--- src/mnes_pkg.sv ---
// Package for the multitrack note event sequencer: shared constants, codes and types.
// No dependencies.
package mnes_pkg;

   localparam int TRACKS_DEF = 8;
   localparam int EVENTS_DEF = 256;
   localparam int TICKS_DEF = 96;
   localparam int TIME_BITS_DEF = 20;

   localparam int TS_W = 20;
   localparam int DELAY_W = 40;
   localparam logic [25:0] US_PER_MINUTE = 26'd60000000;
   localparam logic [7:0] PAUSE_NOTE = 8'hff;
   localparam logic [3:0] DRUM_CHANNEL = 4'd9;

   typedef enum logic [2:0] {
      KIND_CLEAR = 3'd0,
      KIND_NOTE  = 3'd1,
      KIND_PAUSE = 3'd2,
      KIND_STEP  = 3'd3,
      KIND_STOP  = 3'd4
   } kind_type;

   typedef enum logic [2:0] {
      MSG_OFF  = 3'd0,
      MSG_ON   = 3'd1,
      MSG_REST = 3'd2,
      MSG_END  = 3'd3,
      MSG_STOP = 3'd4
   } msg_type;

   typedef enum logic [1:0] {
      REG_TEMPO     = 2'd0,
      REG_TRANSPOSE = 2'd1,
      REG_LOOP      = 2'd2,
      REG_CHANNELS  = 2'd3
   } reg_type;

   typedef enum logic [3:0] {
      ST_IDLE,
      ST_SCAN_RD,
      ST_SCAN,
      ST_EVT_RD,
      ST_EVT,
      ST_DIV,
      ST_EMIT_OFF,
      ST_EMIT_ON,
      ST_EMIT_REST,
      ST_EMIT_END,
      ST_STOP_SCAN,
      ST_EMIT_STOP,
      ST_WAIT
   } state_type;

   // start, busy and done between sequencer and divider
   typedef struct packed {
      logic start;
      logic busy;
      logic done;
   } div_ctl_type;

endpackage

--- src/mnes_div.sv ---
// Serial restoring divider for the delay: one quotient bit a cycle, saturating result.
// Depends on mnes_pkg.
module mnes_div (
   input  logic                         clock,
   input  logic                         reset,
   input  logic                         start,
   input  logic [45:0]                  numer,
   input  logic [19:0]                  denom,
   output mnes_pkg::div_ctl_type        ctl,
   output logic [mnes_pkg::DELAY_W-1:0] quot
);
   logic [45:0] num_ff, num_in;
   logic [20:0] rem_ff, rem_in;
   logic [45:0] q_ff, q_in;
   logic [5:0]  cnt_ff, cnt_in;
   logic        busy_ff, busy_in;
   logic        done_ff, done_in;
   logic [20:0] trial;

   // shift one numerator bit into the remainder and try the subtract
   always_comb begin
      num_in  = num_ff;
      rem_in  = rem_ff;
      q_in    = q_ff;
      cnt_in  = cnt_ff;
      busy_in = busy_ff;
      done_in = 1'b0;
      trial   = {rem_ff[19:0], num_ff[45]};
      if (start) begin
         num_in  = numer;
         rem_in  = '0;
         q_in    = '0;
         cnt_in  = 6'd46;
         busy_in = 1'b1;
      end else if (busy_ff) begin
         num_in = {num_ff[44:0], 1'b0};
         if (trial >= {1'b0, denom}) begin
            rem_in = trial - {1'b0, denom};
            q_in   = {q_ff[44:0], 1'b1};
         end else begin
            rem_in = trial;
            q_in   = {q_ff[44:0], 1'b0};
         end
         cnt_in = cnt_ff - 6'd1;
         if (cnt_ff == 6'd1) begin
            busy_in = 1'b0;
            done_in = 1'b1;
         end
      end
   end

   always_ff @(posedge clock) begin
      if (reset) begin
         busy_ff <= 1'b0;
         done_ff <= 1'b0;
         cnt_ff  <= '0;
      end else begin
         busy_ff <= busy_in;
         done_ff <= done_in;
         cnt_ff  <= cnt_in;
      end
      num_ff <= num_in;
      rem_ff <= rem_in;
      q_ff   <= q_in;
   end

   assign ctl.start = start;
   assign ctl.busy  = busy_ff;
   assign ctl.done  = done_ff;
   assign quot = (q_ff[45:40] != 6'd0) ? {mnes_pkg::DELAY_W{1'b1}}
                                       : q_ff[mnes_pkg::DELAY_W-1:0];
endmodule

--- config.mk ---
export PLATFORM = sky130hd
export DESIGN_NAME = mnes_div
export DESIGN_NICKNAME = d
export VERILOG_FILES = /design/src/mnes_pkg.sv /design/src/mnes_div.sv
export SDC_FILE = /design/constraint.sdc
export NUM_CORES = 1
export LEC_CHECK = 0
export BUFFER_PORTS_ARGS = -buffer_cell sky130_fd_sc_hd__clkbuf_2
export CAP_MARGIN = 20
export CORE_AREA = 3 3 163 165
export DETAILED_ROUTE_END_ITERATION = 10
export DIE_AREA = 0 0 166 168
export MAX_ROUTING_LAYER = met4
export PLACE_DENSITY = 0.48
export SYNTH_ARGS = -nofsm -noshare
export SYNTH_HDL_FRONTEND = slang
export SYNTH_SLANG_ARGS = --single-unit
--- constraint.sdc ---
create_clock -name clock -period 2.9 [get_ports clock]
set_clock_uncertainty 0.15 [all_clocks]
set_input_delay 0.435 -clock clock [delete_from_list [all_inputs] [get_ports clock]]
set_output_delay 0.435 -clock clock [all_outputs]
set_load 0.005 [all_outputs]
==> out/qor.yml, run 1 <==
post_synth_num_cell_types: 64
place.detailed.hpwl_um: 9870
period_needed_ns: 2.67
postLayoutCellArea_mm2: 0.00772
final.period_utilization: 0.921
vias_in_the_first_global_route: 4739
cp-end-kind: "register"
critPathLaunch: "rem_ff[11]$_SDFFE_PP0P_"
cts_hold_buffers: 0
numClockSinks: 120
layout.core_utilization: 0.307
crit_required_ns: 3.07
antenna_cells: 0
endpoint_of_the_most_critical_setup_path: "rem_ff[3]$_SDFFE_PP0P_"
relSlewSlack: 0.593
comb_power_share: 0.120
design.die.area_mm2: 0.0279
core_area_mm2: 0.0252
ant_nets: 0
pre_cts_ws_ns: 0.0135
internal-power_mw: 3.39
number_of_primary_i_o_pins: 112
reg2reg_setup_slack_ns: 0.23
die_y_um: 168
yosys_warnings: 0
rr_endpoint: "rem_ff[3]$_SDFFE_PP0P_"
drt_drc_violations_left: 0
final.hold.worst_slack_ns: 0.172
detail_route.wirelength_um: 14700
grt_first_pass_wirelength_um: 24500
syn_nets: 704
max-cap-violations: 0
p_seq_frac: 0.418
drt_first_iter_violations: 187
flow.area_growth_from_synthesis_pct: 23.6
p_clk_frac: 0.461
layout.cells.non_filler: 1057
firstDrtPassIters: 4
htree_num_levels: 4
synth_flop_cell: "dfxtp_1"
report.final.hold_viol_count: 0
final-max-slew-violation-count: 0
netlist_instances: 612
cts_buffer_depth: 2
tightest_slew_ns: 0.611
detail_route.vias_per_cell: 4.40
crit_type: "reg2reg"
fin_total_pwr_mw: 4.54
dp.cells: 1025
grt.total_usage: 0.111
net-switching-power_mw: 1.15
critical_path_peak_fanout: 7
worstSetupStartpointType: "register"
cpMaxStageDelayCell: "dfxtp_1"
rows: 58
setup_repair_after_global_routing_missed_its_margin: "no"
floorplan.die.width_um: 166
worst_ir_drop_vdd_v: 0.000313
status: "finished clean"
io_buffer_count: 111
path_depth: 9
post-cts-setup-buffer-count: 0
design.final.nets: 806
series_of_cell_instances_along_the_critical_path: "ha_1, a21oi_1, o21ai_2, a41oi_2, o211ai_2, a31oi_4, buf_4, nand2_1, a311oi_1"
nFillCells: 2674
detailroute.via_count: 4646
grt_start_max_net_pins: 116
timing.critical_path.buf_inv: 1
yosys_register_bits: 120
cellLeakagePower_nw: 3.37
start_util: 0.248
clk_transition_reported_paths_ns: 0.06
globalRoute.totalOverflow: 0
power.switching_fraction: 0.253
avgSynthCellArea_um2: 10.2
placedInstanceArea_mm2: 0.00713
cp_top_family: "compound AO/OA/AOI/OAI gates"
setup_ws_ns: 0.229
totalNegativeSetupSlack_ns: 0
pwr_dens_mw_per_mm2: 588
max_freq_ghz: 0.374
tritoncts: "built"
rr_worst_depth: 9
cpPeakStageDelay_ns: 0.41
final_layout_size_suffix_gt1_frac: 0.359
routedWlPerCell_um: 13.9
cts_buffers: 17
syn-cell-area_mm2: 0.00625
number_of_enable_flip_flop_cells_after_synthesis: 46
setup_viol: 0
timing.hold.worst.class: "in2reg"
sequential_element_share_of_the_synthesized_area: 0.458
worst-endpoint-arrival_ns: 2.84
worstReg2RegStart: "rem_ff[11]$_SDFFE_PP0P_"
post_cts_resize_count: 0
root_buffer: "clkbuf_16"
clk_latency_ns: 0.41
antenna_found_initial: 0
finalWeightedCongestion: 0.755
ffs_w_async_s_r_synth: 0
cell usage after synthesis, types with 3 or more instances:
| master | instances | area, um^2 |
|---|---|---|
| a21oi_1 | 23 | 115 |
| dfxtp_1 | 74 | 1480 |
| edfxtp_1 | 46 | 1380 |
| nand2b_1 | 7 | 43.8 |
| xnor2_1 | 12 | 105 |
| nor3_1 | 6 | 30.0 |
| nor4_1 | 5 | 31.3 |
| mux2i_1 | 45 | 450 |
| nand3_1 | 14 | 70.1 |
| a311oi_1 | 6 | 52.6 |
| ha_1 | 22 | 275 |
| a311oi_2 | 4 | 60.1 |
| nand2_2 | 5 | 31.3 |
| mux2_2 | 45 | 507 |
| buf_1 | 4 | 15.0 |
| inv_1 | 25 | 93.8 |
| nand2_1 | 39 | 146 |
| nor2_1 | 79 | 297 |
| clkbuf_1 | 25 | 93.8 |
| nand4_1 | 4 | 25.0 |
| buf_4 | 3 | 22.5 |
| o21ai_0 | 17 | 85.1 |
| xor2_1 | 8 | 70.1 |
| or2_2 | 40 | 250 |
| buf_2 | 4 | 20.0 |
metal layers:
| metal | up-vias | wire length, um | GRT usage |
|---|---|---|---|
| met5 | - | 0 | - |
| met4 | 0 | 185 | 0.0369 |
| met3 | 17 | 595 | 0.0251 |
| met2 | 106 | 6690 | 0.168 |
| met1 | 2166 | 7230 | 0.146 |
| li1 | 2357 | - | - |
power by group through the flow:
stage | Combinational (mW) | Clock, mW | Sequential (mW)
after floorplan | 0.411 | 0 | 1.92
after global placement | 0.551 | 0 | 1.94
after detailed placement | 0.550 | 0 | 1.94
after CTS | 0.555 | 2.18 | 1.90
after global routing | 0.613 | 2.24 | 1.91
final | 0.546 | 2.10 | 1.90
registers in the layout, summed over array words and instances, names as in the netlist:
register	cells
busy_ff	1
num_ff	46
done_ff	1
cnt_ff	6
rem_ff	20
q_ff	46
cell usage in the layout, fill, tap and decap left out, types with 3 or more instances in the layout:
cell and n:
clkbuf_2 110, or2_2 40, nand4_1 4, o21ai_0 17
nand2b_1 7, ha_1 22, nor2_1 79, xnor2_1 12
nand3_1 14, dfxtp_1 73, inv_6 3, mux2_2 45
a311oi_1 6, inv_1 25, nand2_2 6, nor4_1 5
nand2_1 38, clkinvlp_4 3, xor2_1 8, clkbuf_16 18
edfxtp_1 46, a21oi_1 23, buf_4 11, nor3_1 6
a311oi_2 4, mux2i_1 45
layout make-up:
| cell class | count | area (um^2) | share of cell area |
|---|---|---|---|
| inverter | 25 | 93.8 | 0.0122 |
| sequential | 120 | 2870 | 0.371 |
| clock inverter | 12 | 113 | 0.0146 |
| clock buffer | 20 | 478 | 0.0619 |
| timing repair buffer | 123 | 673 | 0.0872 |
| multi-input combinational | 427 | 3080 | 0.399 |
| tap | 330 | 413 | 0.0535 |
cell families after synthesis:
kind of cell | Yosys count | share of synthesized area
simple gates | 211 | 0.165
flops | 120 | 0.458
mux | 91 | 0.156
compound gates | 82 | 0.0977
buf+inv | 65 | 0.0485
fa+ha+maj | 23 | 0.0473
xor+xnor | 20 | 0.0280
how the worst min path moves through the flow:
stage                                     start                     to  slack (ns)  depth (start not counted)
after floorplan           q_ff[45]$_SDFFE_PP0P_  q_ff[45]$_SDFFE_PP0P_        0.31                          2
after global placement    q_ff[45]$_SDFFE_PP0P_  q_ff[45]$_SDFFE_PP0P_        0.33                          2
after detailed placement  q_ff[45]$_SDFFE_PP0P_  q_ff[45]$_SDFFE_PP0P_        0.34                          2
after CTS                             numer[28]   num_ff[28]$_DFFE_PP_        0.15                          2
after global routing                  numer[33]   num_ff[33]$_DFFE_PP_        0.16                          2
final                                 numer[24]   num_ff[24]$_DFFE_PP_        0.17                          2
Power figures use the tool's default switching activity.
==> run 2: changes to the inputs <==
- CTS_BUF_LIST: default -> sky130_fd_sc_hd__clkbuf_16
==> run 2 against run 1 <==
- final cell count stayed put
- combinational power hardly changed
- sequential cell count stayed put
- total power is 1.1% lower
- utilization is 0.079 points lower
- sequential share of layout area is 0.097 points higher
- sequential power hardly changed
- global-route usage hardly changed
- worst setup slack better by 0.0053 ns
- clock power is 2% lower
- register-to-register slack hardly changed
- critical path depth stayed put
- critical endpoint unchanged
- largest cell class unchanged
- highest routed layer unchanged
==> out/qor.yml, run 2 (same netlist as run 1, synthesis figures left out) <==
max_freq_ghz: 0.375  # +0.20%
tightest_slew_ns: 0.609  # -0.00175 ns
cts_buffer_depth: 2  # unchanged
period_needed_ns: 2.67  # -0.00525 ns
internal-power_mw: 3.34  # -1.5%
routedWlPerCell_um: 13.9  # +0.17%
ant_nets: 0  # unchanged
grt_first_pass_wirelength_um: 24500  # unchanged
met1_usage: 0.147  # +0.000584
fin_total_pwr_mw: 4.50  # -1.1%
comb_power_share: 0.122  # +0.002
timing.hold.worst.class: "in2reg"
relSlewSlack: 0.594  # +0.00117
layout.area.seq_mm2: 0.00287  # unchanged
worstSetupStartpointType: "register"
cts_buffers: 17  # unchanged
worst_ir_drop_vdd_v: 0.000315  # +0.43%
drt_drc_violations_left: 0  # unchanged
antenna_cells: 0  # unchanged
series_of_cell_instances_along_the_critical_path: "ha_1, a21oi_1, o21ai_2, a41oi_2, o211ai_2, a31oi_4, buf_4, nand2_1, a311oi_1"
multi_input_gate_area_in_the_final_layout_mm2: 0.00308  # unchanged
nFillCells: 2674  # unchanged
crit_type: "reg2reg"
worst-endpoint-arrival_ns: 2.84  # about the same
tritoncts: "built"
power.switching_fraction: 0.257  # +0.00362
cts_hold_buffers: 0  # unchanged
grt_util_met3: 0.0251  # unchanged
placedInstanceArea_mm2: 0.00713  # unchanged
design.final.nets: 806  # unchanged
start_util: 0.248  # unchanged
totalNegativeSetupSlack_ns: 0  # unchanged
firstDrtPassIters: 4  # unchanged
critical_path_peak_fanout: 7  # unchanged
worstReg2RegStart: "rem_ff[11]$_SDFFE_PP0P_"
layout.core_utilization: 0.306  # -0.000795
grt_start_max_net_pins: 116  # unchanged
setup_viol: 0  # unchanged
critPathLaunch: "rem_ff[11]$_SDFFE_PP0P_"
dp.cells: 1025  # unchanged
floorplan.die.width_um: 166  # unchanged
rr_worst_depth: 9  # unchanged
detail_route.wirelength_um: 14700  # +0.17%
max-cap-violations: 0  # unchanged
endpoint_of_the_most_critical_setup_path: "rem_ff[3]$_SDFFE_PP0P_"
detail_route.vias_per_cell: 4.39  # -0.22%
design.die.area_mm2: 0.0279  # unchanged
report.final.hold_viol_count: 0  # unchanged
grt_use_met2: 0.168  # -0.000535
globalRoute.totalOverflow: 0  # unchanged
most_common_library_cell_in_the_layout_ignoring_fill_and_taps: "clkbuf_2"
drt_first_iter_violations: 184  # -1.6%
largestRegisters: "num_ff (46), q_ff (46), rem_ff (20)"
grt.total_usage: 0.111  # about the same
core_area_mm2: 0.0252  # unchanged
p_seq_frac: 0.423  # +0.005
flow.area_growth_from_synthesis_pct: 23.3
setup_ws_ns: 0.234  # +0.00525 ns
reg2reg_setup_slack_ns: 0.23  # about the same
path_depth: 9  # unchanged
pre_cts_ws_ns: 0.0135  # unchanged
final_layout_size_suffix_gt1_frac: 0.358  # -0.00138
number_of_primary_i_o_pins: 112  # unchanged
finalWeightedCongestion: 0.755  # unchanged
numClockSinks: 120  # unchanged
cp_top_family: "compound AO/OA/AOI/OAI gates"
timing.critical_path.buf_inv: 1  # unchanged
post-cts-setup-buffer-count: 0  # unchanged
setup_repair_after_global_routing_missed_its_margin: "no"
net-switching-power_mw: 1.16  # +0.35%
postLayoutCellArea_mm2: 0.00770  # -0.26%
rows: 58  # unchanged
cpPeakStageDelay_ns: 0.41  # about the same
final.hold.worst_slack_ns: 0.168  # -0.00324 ns
cpMaxStageDelayCell: "dfxtp_1"
detailroute.via_count: 4636  # -0.22%
final.period_utilization: 0.919  # -0.00181
clk_latency_ns: 0.41  # about the same
io_buffer_count: 111  # unchanged
die_y_um: 168  # unchanged
layout.cells.non_filler: 1057  # unchanged
pwr_dens_mw_per_mm2: 584  # -0.81%
p_clk_frac: 0.456  # -0.005
cp-end-kind: "register"
antenna_found_initial: 0  # unchanged
root_buffer: "clkbuf_16"
vias_in_the_first_global_route: 4732  # -0.15%
most-common-layout-cells: "clkbuf_2 (110), nor2_1 (79), dfxtp_1 (73)"
global_route.peak_usage_layer: "met2"
status: "finished clean"
rr_endpoint: "rem_ff[3]$_SDFFE_PP0P_"
post_cts_resize_count: 0  # unchanged
final-max-slew-violation-count: 0  # unchanged
clk_transition_reported_paths_ns: 0.06  # about the same
cellLeakagePower_nw: 3.36  # -0.25%
crit_required_ns: 3.07  # about the same
place.detailed.hpwl_um: 9870  # unchanged
htree_num_levels: 4  # unchanged
[run 2: changes by cell type in the layout (fill, tap and decap cells not counted)]
cell	delta
clkbuf_8	-2
clkinv_1	+1
inv_2	+1
[run 2: layer usage]
metal  up-vias  part of all wire  wire, um
li1       2357                 -         -
met5         -                 0         0
met1      2162              0.50      7320
met4         0             0.015       214
met2       100              0.45      6630
met3        17             0.039       567
[run 2: power by group through the flow]
stage,Combinational [mW],Clock (mW),Sequential (mW)
after floorplan,0.411,0,1.92
after global placement,0.551,0,1.94
after detailed placement,0.550,0,1.94
after CTS,0.555,2.13,1.90
after global routing,0.613,2.19,1.91
final,0.546,2.05,1.90
[run 2: final cells by class]
type,instances,share of cell area
Timing Repair Buffer,123,0.0874
Inverter,25,0.0122
Multi-Input combinational cell,427,0.400
Clock inverter,14,0.0156
Tap cell,330,0.0536
Sequential cell,120,0.372
Clock buffer,18,0.0585
[run 2: how the worst min path moves through the flow]
stage	start	to	slack (ns)	cells past startpoint
after floorplan	q_ff[45]$_SDFFE_PP0P_	q_ff[45]$_SDFFE_PP0P_	0.31	2
after global placement	q_ff[45]$_SDFFE_PP0P_	q_ff[45]$_SDFFE_PP0P_	0.33	2
after detailed placement	q_ff[45]$_SDFFE_PP0P_	q_ff[45]$_SDFFE_PP0P_	0.34	2
after CTS	numer[28]	num_ff[28]$_DFFE_PP_	0.15	2
after global routing	numer[29]	num_ff[29]$_DFFE_PP_	0.16	2
final	numer[28]	num_ff[28]$_DFFE_PP_	0.17	2
[run 2: worst reg2reg max path, cell delays in order (launching register included)]
cell and delay (ns):
dfxtp_1 0.41, ha_1 0.35, a21oi_1 0.30, o21ai_2 0.17, a41oi_2 0.21, o211ai_2 0.14
a31oi_4 0.32, buf_4 0.22, nand2_1 0.06, a311oi_1 0.25
