### src/mnes_ram.sv
// Generic single-port RAM with registered read.
// No dependencies.
module mnes_ram #(
   parameter int WIDTH = 8,
   parameter int DEPTH = 16
) (
   input  logic                     clock,
   input  logic                     wr_en,
   input  logic [$clog2(DEPTH)-1:0] addr,
   input  logic [WIDTH-1:0]         wr_data,
   output logic [WIDTH-1:0]         rd_data
);
   logic [WIDTH-1:0] mem [DEPTH];

   // write and read one word a cycle
   always_ff @(posedge clock) begin
      if (wr_en) begin
         mem[addr] <= wr_data;
      end
      rd_data <= mem[addr];
   end
endmodule

### config.mk
export PLATFORM = sky130hd
export DESIGN_NAME = mnes_ram
export DESIGN_NICKNAME = d
export VERILOG_FILES = /design/src/mnes_ram.sv
export SDC_FILE = /design/constraint.sdc
export NUM_CORES = 1
export LEC_CHECK = 0
export BUFFER_PORTS_ARGS = -buffer_cell sky130_fd_sc_hd__buf_2
export CAP_MARGIN = 20
export CORE_ASPECT_RATIO = 2
export CORE_UTILIZATION = 50
export DETAILED_ROUTE_END_ITERATION = 8
export GPL_TIMING_DRIVEN = 0
export HOLD_SLACK_MARGIN = 0.06
export PLACE_DENSITY = 0.69
export SLEW_MARGIN = 20
export SYNTH_ARGS = -nofsm -noshare
export SYNTH_HDL_FRONTEND = slang
export SYNTH_SLANG_ARGS = --single-unit
### constraint.sdc
create_clock -name clock -period 1.6 [get_ports clock]
set_input_delay 0.08 -clock clock [delete_from_list [all_inputs] [get_ports clock]]
set_output_delay 0.08 -clock clock [all_outputs]
set_load 0.02 [all_outputs]
==> results of run 1 <==
layout make-up:
cell class | count | area, sq um
plain buffers | 11 | 60.1
clock buffers | 26 | 597
clock inverters | 6 | 40.0
fillers | 653 | 3750
multi-input cells | 83 | 1030
flip-flops and latches | 136 | 4000
well taps | 132 | 165
repair buffers | 21 | 115
cell families (layout without fill, tap and decap cells):
logic type,Yosys count,in the layout
AO/OA/AOI/OAI,16,16
flip-flops,136,136
AND/OR/NAND/NOR,35,35
buffers and inverters,11,64
multiplexers,32,32
per-stage QoR:
stage	utilization	std cells	worst slack (ns)	area [sq um]	hold slack, ns
CTS	0.615	415	-0.0758	6000	0.0608
global route	0.616	415	-0.185	6010	0.0719
finish	0.616	415	-0.129	6010	0.0694
floorplan	-	230	0.0270	5070	0.179
detailed placement	0.548	381	-0.523	5350	0.492
global placement	0.546	381	-0.593	5330	0.483
how the worst min path moves through the flow:
stage               start              endpoint  slack [ns]
2_1_floorplan  wr_data[0]   mem[0][0]$_DFFE_PP_        0.18
3_3_place_gp   wr_data[5]  mem[10][5]$_DFFE_PP_        0.48
3_5_place_dp   wr_data[5]  mem[10][5]$_DFFE_PP_        0.49
4_1_cts        wr_data[6]   mem[8][6]$_DFFE_PP_        0.06
5_1_grt        wr_data[1]   mem[8][1]$_DFFE_PP_        0.07
6_report       wr_data[6]   mem[8][6]$_DFFE_PP_        0.07
sequential cells by signal (all words and copies together), names as in the netlist:
name     count
mem        128
rd_data      8
worst register-to-register path, cell delays in order (launching register included):
cell and delay (ns):
edfxtp_1 0.38, mux4_2 0.51, a22oi_1 0.30, nand2_1 0.08
synthesized netlist by cell type:
cell type	number	share of area
edfxtp_1	128	0.76
mux4_2	32	0.14
a22oi_1	16	0.024
nor2_1	13	0.0096
nand2_1	9	0.0067
dfxtp_1	8	0.032
buf_1	4	0.0030
nor3_1	4	0.0040
buf_2	2	0.0020
buf_6	2	0.0044
clkbuf_1	2	0.0015
nand2b_1	2	0.0025
nand3b_1	2	0.0030
nor2b_1	2	0.0025
and2_1	1	0.0012
clkbuf_2	1	0.00099
nand3_1	1	0.00099
or3b_2	1	0.0017
routing by layer:
| metal | vias up | global-route usage | routed length [um] | share of wire |
|---|---|---|---|---|
| met5 | - | 0 | 0 | 0 |
| met4 | 0 | 0.127 | 457 | 0.048 |
| met3 | 25 | 0.0641 | 491 | 0.052 |
| met2 | 84 | 0.338 | 5060 | 0.54 |
| met1 | 1207 | 0.234 | 3410 | 0.36 |
| li1 | 1036 | - | - | - |
power groups by stage:
stage | combinational, uW | clock [uW] | sequential [uW]
after floorplan | 205 | 0 | 4100
after global placement | 395 | 0 | 4070
after detailed placement | 404 | 0 | 4080
after CTS | 407 | 4030 | 4000
after global routing | 432 | 4170 | 4010
final | 403 | 3980 | 4000
cells in the final DEF, fill, tap and decap left out:
master,synthesis,routed
mux4_2,32,32
clkinvlp_4,0,1
inv_6,0,2
clkbuf_1,2,4
buf_1,4,4
nand3b_1,2,2
nand2b_1,2,2
a22oi_1,16,16
clkbuf_16,0,23
nand3_1,1,1
edfxtp_1,128,128
clkbuf_8,0,1
nand2_1,9,9
buf_6,2,2
clkinv_2,0,3
dlygate4sd3_1,0,2
dfxtp_1,8,8
nor2_2,0,3
or3b_2,1,1
clkbuf_2,1,1
and2_1,1,1
buf_2,2,21
nor2_1,13,10
nor2b_1,2,2
nor3_2,0,4
what timing repair did:
item | CTS | global route
endpoints found under the hold margin | 18 | 0
hold buffers | 2 | 0
buffers inserted | 0 | 0
gates resized for setup | 0 | 3
setup endpoints to repair | 64 | 64
==> results.ini, run 1 <==
[synth]
synth_compound_area_frac=0.0237
synth_top_family_by_area=multiplexers
syn_area_sq_um=5070
synth.area.mux_share=0.142
yosys_warnings=0
synth_xor_area_frac=0
synthSimpleGateAreaFrac=0.0321
synth_fa_ha_area_frac=0
ys_ff_latch=136
ys_seq_area_frac=0.790
syn_inst=230
synth_area_per_cell_sq_um=22.0
synthDistinctLibCells=18
synth_nets=244

[clock_network]
clk_pin_slew_ns=0.05
htreeDepth=4
cts_tree=built
clock_tree.root_cell=clkbuf_16
insertion_delay_ns=0.41
clock-sinks=136
clockBufferDepth=2
numCtsBuffers=17

[global_route]
grt_max_degree=17
grt_overflow=0
grt_pass1_wl_um=14100
grt_pass1_vias=2398
grtUsageTotal=0.207
antenna_found_initial=0

[worst_setup_path]
critical_path.startpoint=addr[1]
endpoint_kind=flip-flop
crit_slowest_cell=nor2_1
critPathMaxFanout=10
worst-path-stages=4
timing.rr.end=rd_data[4]$_DFF_P_
startpoint_type=primary input
r2r-start=mem[8][4]$_DFFE_PP_
reg2regPathDepth=3
cp-endpoint=mem[11][2]$_DFFE_PP_
worstPathCellList=buf_2, buf_1, nand2_1, nor2_1
reg2reg_slack_ns=0.21
critPathRequiredTime_ns=1.64
max_stage_delay_ns=0.70
cp.arrival_ns=1.77
crit_type=in2reg
path_delay_family=simple AND/OR/NAND/NOR gates
cp_num_buf_inv=2

[power]
p_int_uw=6720
p_sw_frac=0.198
power.density_nw_per_um2=1390
power.share.clock=0.474
switchingPower_uw=1660
p_leak_uw=0.00197
ir_worst_vdd_mv=0.995
power_frac_seq=0.478
combinationalPowerShare=0.048
power_uw=8380

[placement]
routabilityCongestion=0.832
port_buffers=19
dp_hpwl_um=6200

[route]
wl_um=9420
ant_nets=0
first_pass_iters=4
drc=0
vias=2352
wl_per_cell_um=22.7
via_per_inst=5.67
drt_first_iter_violations=276

[sta]
drv_slew=0
finalHoldViolCount=0
fmax_ghz=0.578
finalCritPeriodShare=1.08
tightest_slew_ns=0.837
clock_skew_ns=0.00530
rsz0062_at_grt=true
fin_tns_setup_ns=-3.56
setup_viol=40
slew_headroom=0.440
fin_crit_ns=1.73
worst_slack_ns=-0.129

[floorplanning]
dieArea_sq_um=10600
core-area_sq_um=9760
die_w_um=73.2
io_pins=22
start_util=0.519
fp-row-count=51
die_h_um=144

[layout]
drive_above_1_share=0.332
syn_to_final_growth_pct=18.6
final_net_count=284
diodes=0

[min_path]
min_path_cells=1
hold_class=in2reg

[status]
status=complete, but fails checks
violations=setup timing

[flow_run]
maxCapViolations=0

Power figures use the tool's default switching activity.
==> run 2: changes to the inputs <==
- CELL_PAD_IN_SITES_DETAIL_PLACEMENT: unset -> 1
- CELL_PAD_IN_SITES_GLOBAL_PLACEMENT: unset -> 2
- PLACE_DENSITY: 0.69 -> unset
- PLACE_DENSITY_LB_ADDON: unset -> 0.1
- clock period: 1.6 -> 2.2 ns (I/O delays scaled with it)
==> results.ini, run 2 (same netlist as run 1, synthesis figures left out) <==
[status]
status=complete, no violations  ; was complete, but fails checks

[sta]
fin_crit_ns=1.83
slew_headroom=0.430  ; was 0.440
rsz0062_at_grt=false  ; was true
tightest_slew_ns=0.852  ; was 0.837 ns
finalCritPeriodShare=0.830
worst_slack_ns=0.373  ; was -0.129 ns
drv_slew=0  ; unchanged
clock_skew_ns=0.00939  ; was 0.00530 ns
fmax_ghz=0.547
setup_viol=0  ; was 40
finalHoldViolCount=0  ; unchanged

[min_path]
min_path_cells=1  ; unchanged
hold_class=in2reg  ; unchanged
min_from=wr_data[4]  ; was wr_data[6]
hold_path_end=mem[9][4]$_DFFE_PP_  ; was mem[8][6]$_DFFE_PP_

[global_route]
grt_pass1_vias=2591  ; was 2,398
grtUsageTotal=0.239  ; was 0.207
antenna_found_initial=0  ; unchanged
grt_pass1_wl_um=16100  ; was 14,100 um
grt_max_degree=17  ; unchanged
grt_overflow=0  ; unchanged

[placement]
port_buffers=19  ; unchanged
place_inst=381  ; unchanged
place_area_sq_um=5350  ; unchanged
routabilityCongestion=0.820  ; was 0.832
dp_hpwl_um=6890  ; was 6200 um
pre_cts_slack_ns=-0.0551  ; was -0.523 ns

[layout]
layout_commonest_cell=edfxtp_1  ; unchanged
final_net_count=282  ; was 284
final_cell_area_sq_um=6020  ; was 6010 sq um
largest_reg_flops=128  ; unchanged
top_register=mem  ; unchanged
layoutNonFillerInstCount=413  ; was 415
syn_to_final_growth_pct=18.8  ; was 18.6%
reg_top3=mem (128), rd_data (8)  ; unchanged
diodes=0  ; unchanged
drive_above_1_share=0.327  ; was 0.332
layout_common_cells=edfxtp_1, mux4_2, buf_2, clkbuf_16, a22oi_1  ; was edfxtp_1, mux4_2, clkbuf_16, buf_2, a22oi_1

[route]
ant_nets=0  ; unchanged
vias=2347  ; was 2,352
via_per_inst=5.68  ; was 5.67
drc=0  ; unchanged
drt_first_iter_violations=185  ; was 276
wl_um=10800  ; was 9420 um
wl_per_cell_um=26.0  ; was 22.7 um
first_pass_iters=4  ; unchanged

[clock_network]
cts_hold_buf=0  ; was 2
htreeDepth=4  ; unchanged
clk_pin_slew_ns=0.06  ; was 0.05 ns
numCtsBuffers=17  ; unchanged
clock-sinks=136  ; unchanged
clockBufferDepth=2  ; unchanged
cts_tree=built  ; unchanged
post-cts-setup-buffers=0  ; unchanged
clock_tree.root_cell=clkbuf_16  ; unchanged
insertion_delay_ns=0.42  ; was 0.41 ns
ctsResizeCount=0  ; unchanged

[worst_setup_path]
reg2reg_slack_ns=0.79  ; was 0.21 ns
r2r-start=mem[11][3]$_DFFE_PP_  ; was mem[8][4]$_DFFE_PP_
critPathMaxFanout=10  ; unchanged
cp.arrival_ns=1.87  ; was 1.77 ns
startpoint_type=primary input  ; unchanged
critPathRequiredTime_ns=2.25  ; was 1.64 ns
endpoint_kind=flip-flop  ; unchanged
timing.rr.end=rd_data[3]$_DFF_P_  ; was rd_data[4]$_DFF_P_
crit_type=in2reg  ; unchanged
reg2regPathDepth=3  ; unchanged

[floorplanning]
start_util=0.519  ; unchanged
core-area_sq_um=9760  ; unchanged
die_h_um=144  ; unchanged
dieArea_sq_um=10600  ; unchanged
io_pins=22  ; unchanged
fp-row-count=51  ; unchanged
die_w_um=73.2  ; unchanged

[power]
p_leak_uw=0.00197  ; about the same
power.density_nw_per_um2=1070  ; was 1390 nW/um^2
ir_worst_vdd_mv=0.835  ; was 0.995 mV

[flow_run]
maxCapViolations=0  ; unchanged

run 2: layout make-up:
| class | count | area [sq um] |
|---|---|---|
| tap | 132 | 165 |
| timing repair buffer | 19 | 95.1 |
| fill | 819 | 3740 |
| multi-input combinational | 83 | 1020 |
| clock buffer | 18 | 429 |
| sequential | 136 | 4000 |
| buffer | 11 | 60.1 |
| clock inverter | 14 | 244 |
run 2: layer usage:
metal / vias to the layer above / share of wire / wire length, um / GRT usage
li1: 1043 / - / - / -
met1: 1228 / 0.38 / 4050 / 0.273
met2: 61 / 0.57 / 6180 / 0.420
met3: 15 / 0.036 / 386 / 0.0683
met4: 0 / 0.013 / 138 / 0.0826
met5: - / 0 / 0 / 0
run 2: how the worst max path moves through the flow:
stage | startpoint | to | cells after the start
final | addr[1] | mem[3][3]$_DFFE_PP_ | 4
after global routing | addr[1] | mem[3][3]$_DFFE_PP_ | 4
after CTS | addr[1] | mem[3][3]$_DFFE_PP_ | 4
after detailed placement | addr[1] | mem[15][3]$_DFFE_PP_ | 4
after global placement | addr[2] | mem[0][7]$_DFFE_PP_ | 3
after floorplan | addr[2] | mem[0][0]$_DFFE_PP_ | 2
run 2: where the power goes:
part | internal, uW | switching [uW]
sequential | 2900 | 16.2
combinational | 110 | 186
clock | 2140 | 1070
total | 5140 | 1270
run 2: critical path, cell delays in order:
cell     delay, ns
buf_2         0.27
buf_1         0.49
nand2_1       0.27
nor2_1        0.73
run 2: stage by stage:
stage / hold slack [ns] / total power [uW] / setup TNS [ns] / util
2_1_floorplan: 0.209 / 3130 / 0 / -
3_3_place_gp: 0.520 / 3250 / 0 / 0.546
3_5_place_dp: 0.526 / 3270 / -0.930 / 0.548
4_1_cts: 0.0871 / 6490 / 0 / 0.617
5_1_grt: 0.0987 / 6580 / 0 / 0.617
6_report: 0.101 / 6410 / 0 / 0.617
==> run 3: changes to the inputs <==
- ABC_AREA: unset -> 1
- CORE_UTILIZATION: 50 -> 36
- clock period: 2.2 -> 1.61 ns (I/O delays scaled with it)
==> results.ini, run 3 <==
[min_path]
hold_class=in2reg  ; unchanged
min_from=wr_data[6]  ; was wr_data[4]

[layout]
syn_to_final_growth_pct=18.4  ; was 18.8%
drive_above_1_share=0.137  ; was 0.327
layout_common_cells=nand2_1, edfxtp_1, buf_2, inv_1, clkbuf_16  ; was edfxtp_1, mux4_2, buf_2, clkbuf_16, a22oi_1
diodes=0  ; unchanged
final_net_count=601  ; was 282
reg_top3=mem (128), rd_data (8)  ; unchanged
final_cell_area_sq_um=6620  ; was 6020 sq um
top_register=mem  ; unchanged
largest_reg_flops=128  ; unchanged
layout_commonest_cell=nand2_1  ; was edfxtp_1
layoutNonFillerInstCount=797  ; was 413

[route]
wl_per_cell_um=19.3  ; was 26.0 um
drt_first_iter_violations=183  ; was 185
vias=3664  ; was 2,347
first_pass_iters=6  ; was 4
wl_um=15400  ; was 10,800 um
ant_nets=0  ; unchanged
via_per_inst=4.60  ; was 5.68
drc=0  ; unchanged

[synth]
yosys_warnings=0  ; unchanged
synth_area_leaders=edfxtp_1, nand2_1, dfxtp_1  ; was edfxtp_1, mux4_2, dfxtp_1
synth_nets=562  ; was 244
synth_edf_count=128  ; unchanged
synthFlopType=edfxtp_1  ; unchanged
synthDistinctLibCells=11  ; was 18
yosys-top-cells-count=nand2_1, edfxtp_1, inv_1  ; was edfxtp_1, mux4_2, a22oi_1
syn_inst=548  ; was 230
syn_area_sq_um=5590  ; was 5070 sq um
synthArstFlopShare=0  ; unchanged
synth_top_cell_area_share=0.687  ; was 0.759
ys_seq_area_frac=0.716  ; was 0.790
ys_ff_latch=136  ; unchanged
synth_area_per_cell_sq_um=10.2  ; was 22.0 sq um
yosysMostFrequentCell=nand2_1  ; was edfxtp_1
yosys.area.top_type=edfxtp_1  ; unchanged

[floorplanning]
core-area_sq_um=15200  ; was 9760 sq um
die_w_um=90.1  ; was 73.2 um
fp-row-count=64  ; was 51
io_pins=22  ; unchanged
start_util=0.368  ; was 0.519
die_h_um=178  ; was 144 um
dieArea_sq_um=16100  ; was 10,600 sq um

[status]
status=complete, but fails checks  ; was complete, no violations
violations=setup timing

[placement]
place_inst=766  ; was 381
dp_hpwl_um=10800  ; was 6890 um
port_buffers=20  ; was 19
place_area_sq_um=5940  ; was 5350 sq um
routabilityCongestion=0.786  ; was 0.820
pre_cts_slack_ns=-0.582  ; was -0.0551 ns

[sta]
drv_slew=0  ; unchanged
clock_skew_ns=0.00663  ; was 0.00939 ns
setup_viol=8  ; was 0
fmax_ghz=0.613
tightest_slew_ns=0.757  ; was 0.852 ns
fin_crit_ns=1.63
worst_slack_ns=-0.0222  ; was 0.373 ns
finalCritPeriodShare=1.01
slew_headroom=0.494  ; was 0.430
finalHoldViolCount=0  ; unchanged
rsz0062_at_grt=true  ; was false

[clock_network]
clock-sinks=136  ; unchanged
insertion_delay_ns=0.42  ; about the same
clockBufferDepth=2  ; unchanged
clock_tree.root_cell=clkbuf_16  ; unchanged
cts_tree=built  ; unchanged
cts_hold_buf=0  ; unchanged
numCtsBuffers=17  ; unchanged
htreeDepth=4  ; unchanged
post-cts-setup-buffers=0  ; unchanged
clk_pin_slew_ns=0.05  ; was 0.06 ns

[power]
power.density_nw_per_um2=1310  ; was 1070 nW/um^2
p_leak_uw=0.00280  ; was 0.00197 uW
ir_worst_vdd_mv=0.767  ; was 0.835 mV
power.share.clock=0.478  ; was 0.499
power_uw=8690  ; was 6410 uW
p_sw_frac=0.215  ; was 0.198
power_frac_seq=0.458  ; was 0.454
p_int_uw=6820  ; was 5140 uW
switchingPower_uw=1870  ; was 1270 uW
combinationalPowerShare=0.064  ; was 0.046

[worst_setup_path]
crit_slowest_cell=nor2_1  ; unchanged
worstPathCellList=buf_2, clkinv_1, buf_2, nand3_1, nor2_1  ; was buf_2, buf_1, nand2_1, nor2_1
max_stage_delay_ns=0.68  ; was 0.73 ns
critPathRequiredTime_ns=1.65  ; was 2.25 ns
path_delay_family=simple AND/OR/NAND/NOR gates  ; unchanged
critPathMaxFanout=10  ; unchanged
cp_num_buf_inv=3  ; was 2
crit_type=in2reg  ; unchanged
cp.arrival_ns=1.67  ; was 1.87 ns
startpoint_type=primary input  ; unchanged
r2r-start=mem[11][2]$_DFFE_PP_  ; was mem[11][3]$_DFFE_PP_
endpoint_kind=flip-flop  ; unchanged
reg2reg_slack_ns=0.53  ; was 0.79 ns
critical_path.startpoint=addr[1]  ; unchanged
cpMostUsedCell=buf_2

[global_route]
grt_max_degree=17  ; unchanged
grt_pass1_wl_um=23100  ; was 16,100 um
grt_pass1_vias=4007  ; was 2,591
antenna_found_initial=0  ; unchanged
grtUsageTotal=0.207  ; was 0.239
grt_overflow=0  ; unchanged

[flow_run]
maxCapViolations=0  ; unchanged

## run 3: changes by cell type after synthesis, moves of 5 or more
| cell | before | now |
|---|---|---|
| nor2_1 | 13 | 18 |
| mux4_2 | 32 | 0 |
| nand2_1 | 9 | 346 |
| buf_4 | 0 | 6 |
| buf_2 | 2 | 12 |
| inv_1 | 0 | 21 |
| a22oi_1 | 16 | 0 |
## run 3: area by class of cell
| class | instances | area (sq um) |
|---|---|---|
| buffer | 21 | 116 |
| clock inverter | 13 | 204 |
| inverter | 23 | 86.3 |
| fill | 1713 | 8590 |
| timing repair buffer | 20 | 100 |
| tap | 198 | 248 |
| multi-input combinational | 368 | 1440 |
| sequential | 136 | 4000 |
| clock buffer | 18 | 429 |
## run 3: layer usage
metal	GRT usage	vias to the layer above	share of wire
met1	0.211	1750	0.38
met3	0.0354	26	0.016
met5	0	-	0
met2	0.403	55	0.57
li1	-	1833	-
met4	0.100	0	0.029
## run 3: repair_timing
item / CTS / global route
endpoints found under the hold margin: 0 / 0
endpoints found under the setup margin: 96 / 72
gates resized for setup: 11 / 6
## run 3: final timing paths
| path | to | cells after the start |
|---|---|---|
| max | mem[1][1]$_DFFE_PP_ | 5 |
| min | mem[7][6]$_DFFE_PP_ | 1 |
| max reg2reg | rd_data[2]$_DFF_P_ | 8 |
| min reg2reg | rd_data[3]$_DFF_P_ | 8 |
## run 3: power by group through the flow
stage	sequential (uW)	combinational (uW)	clock, uW
after global placement	4050	547	0
after detailed placement	4050	560	0
after floorplan	4080	273	0
after global routing	3990	620	4350
final	3980	553	4160
after CTS	3980	568	4240
## run 3: kinds of logic (layout without fill, tap and decap cells)
| kind of cell | Yosys count | count (layout) | synth area share |
|---|---|---|---|
| AND/OR/NAND/NOR | 368 | 368 | 0.248 |
| flip-flops | 136 | 136 | 0.716 |
| buffers and inverters | 44 | 95 | 0.0362 |
## run 3: metrics by stage
| step | hold slack, ns | setup TNS (ns) | util |
|---|---|---|---|
| floorplan | 0.179 | 0 | - |
| global placement | 0.497 | -56.71 | 0.390 |
| detailed placement | 0.498 | -61.01 | 0.390 |
| CTS | 0.0996 | -1.16 | 0.434 |
| global route | 0.104 | -3.40 | 0.435 |
| finish | 0.0988 | -0.150 | 0.435 |
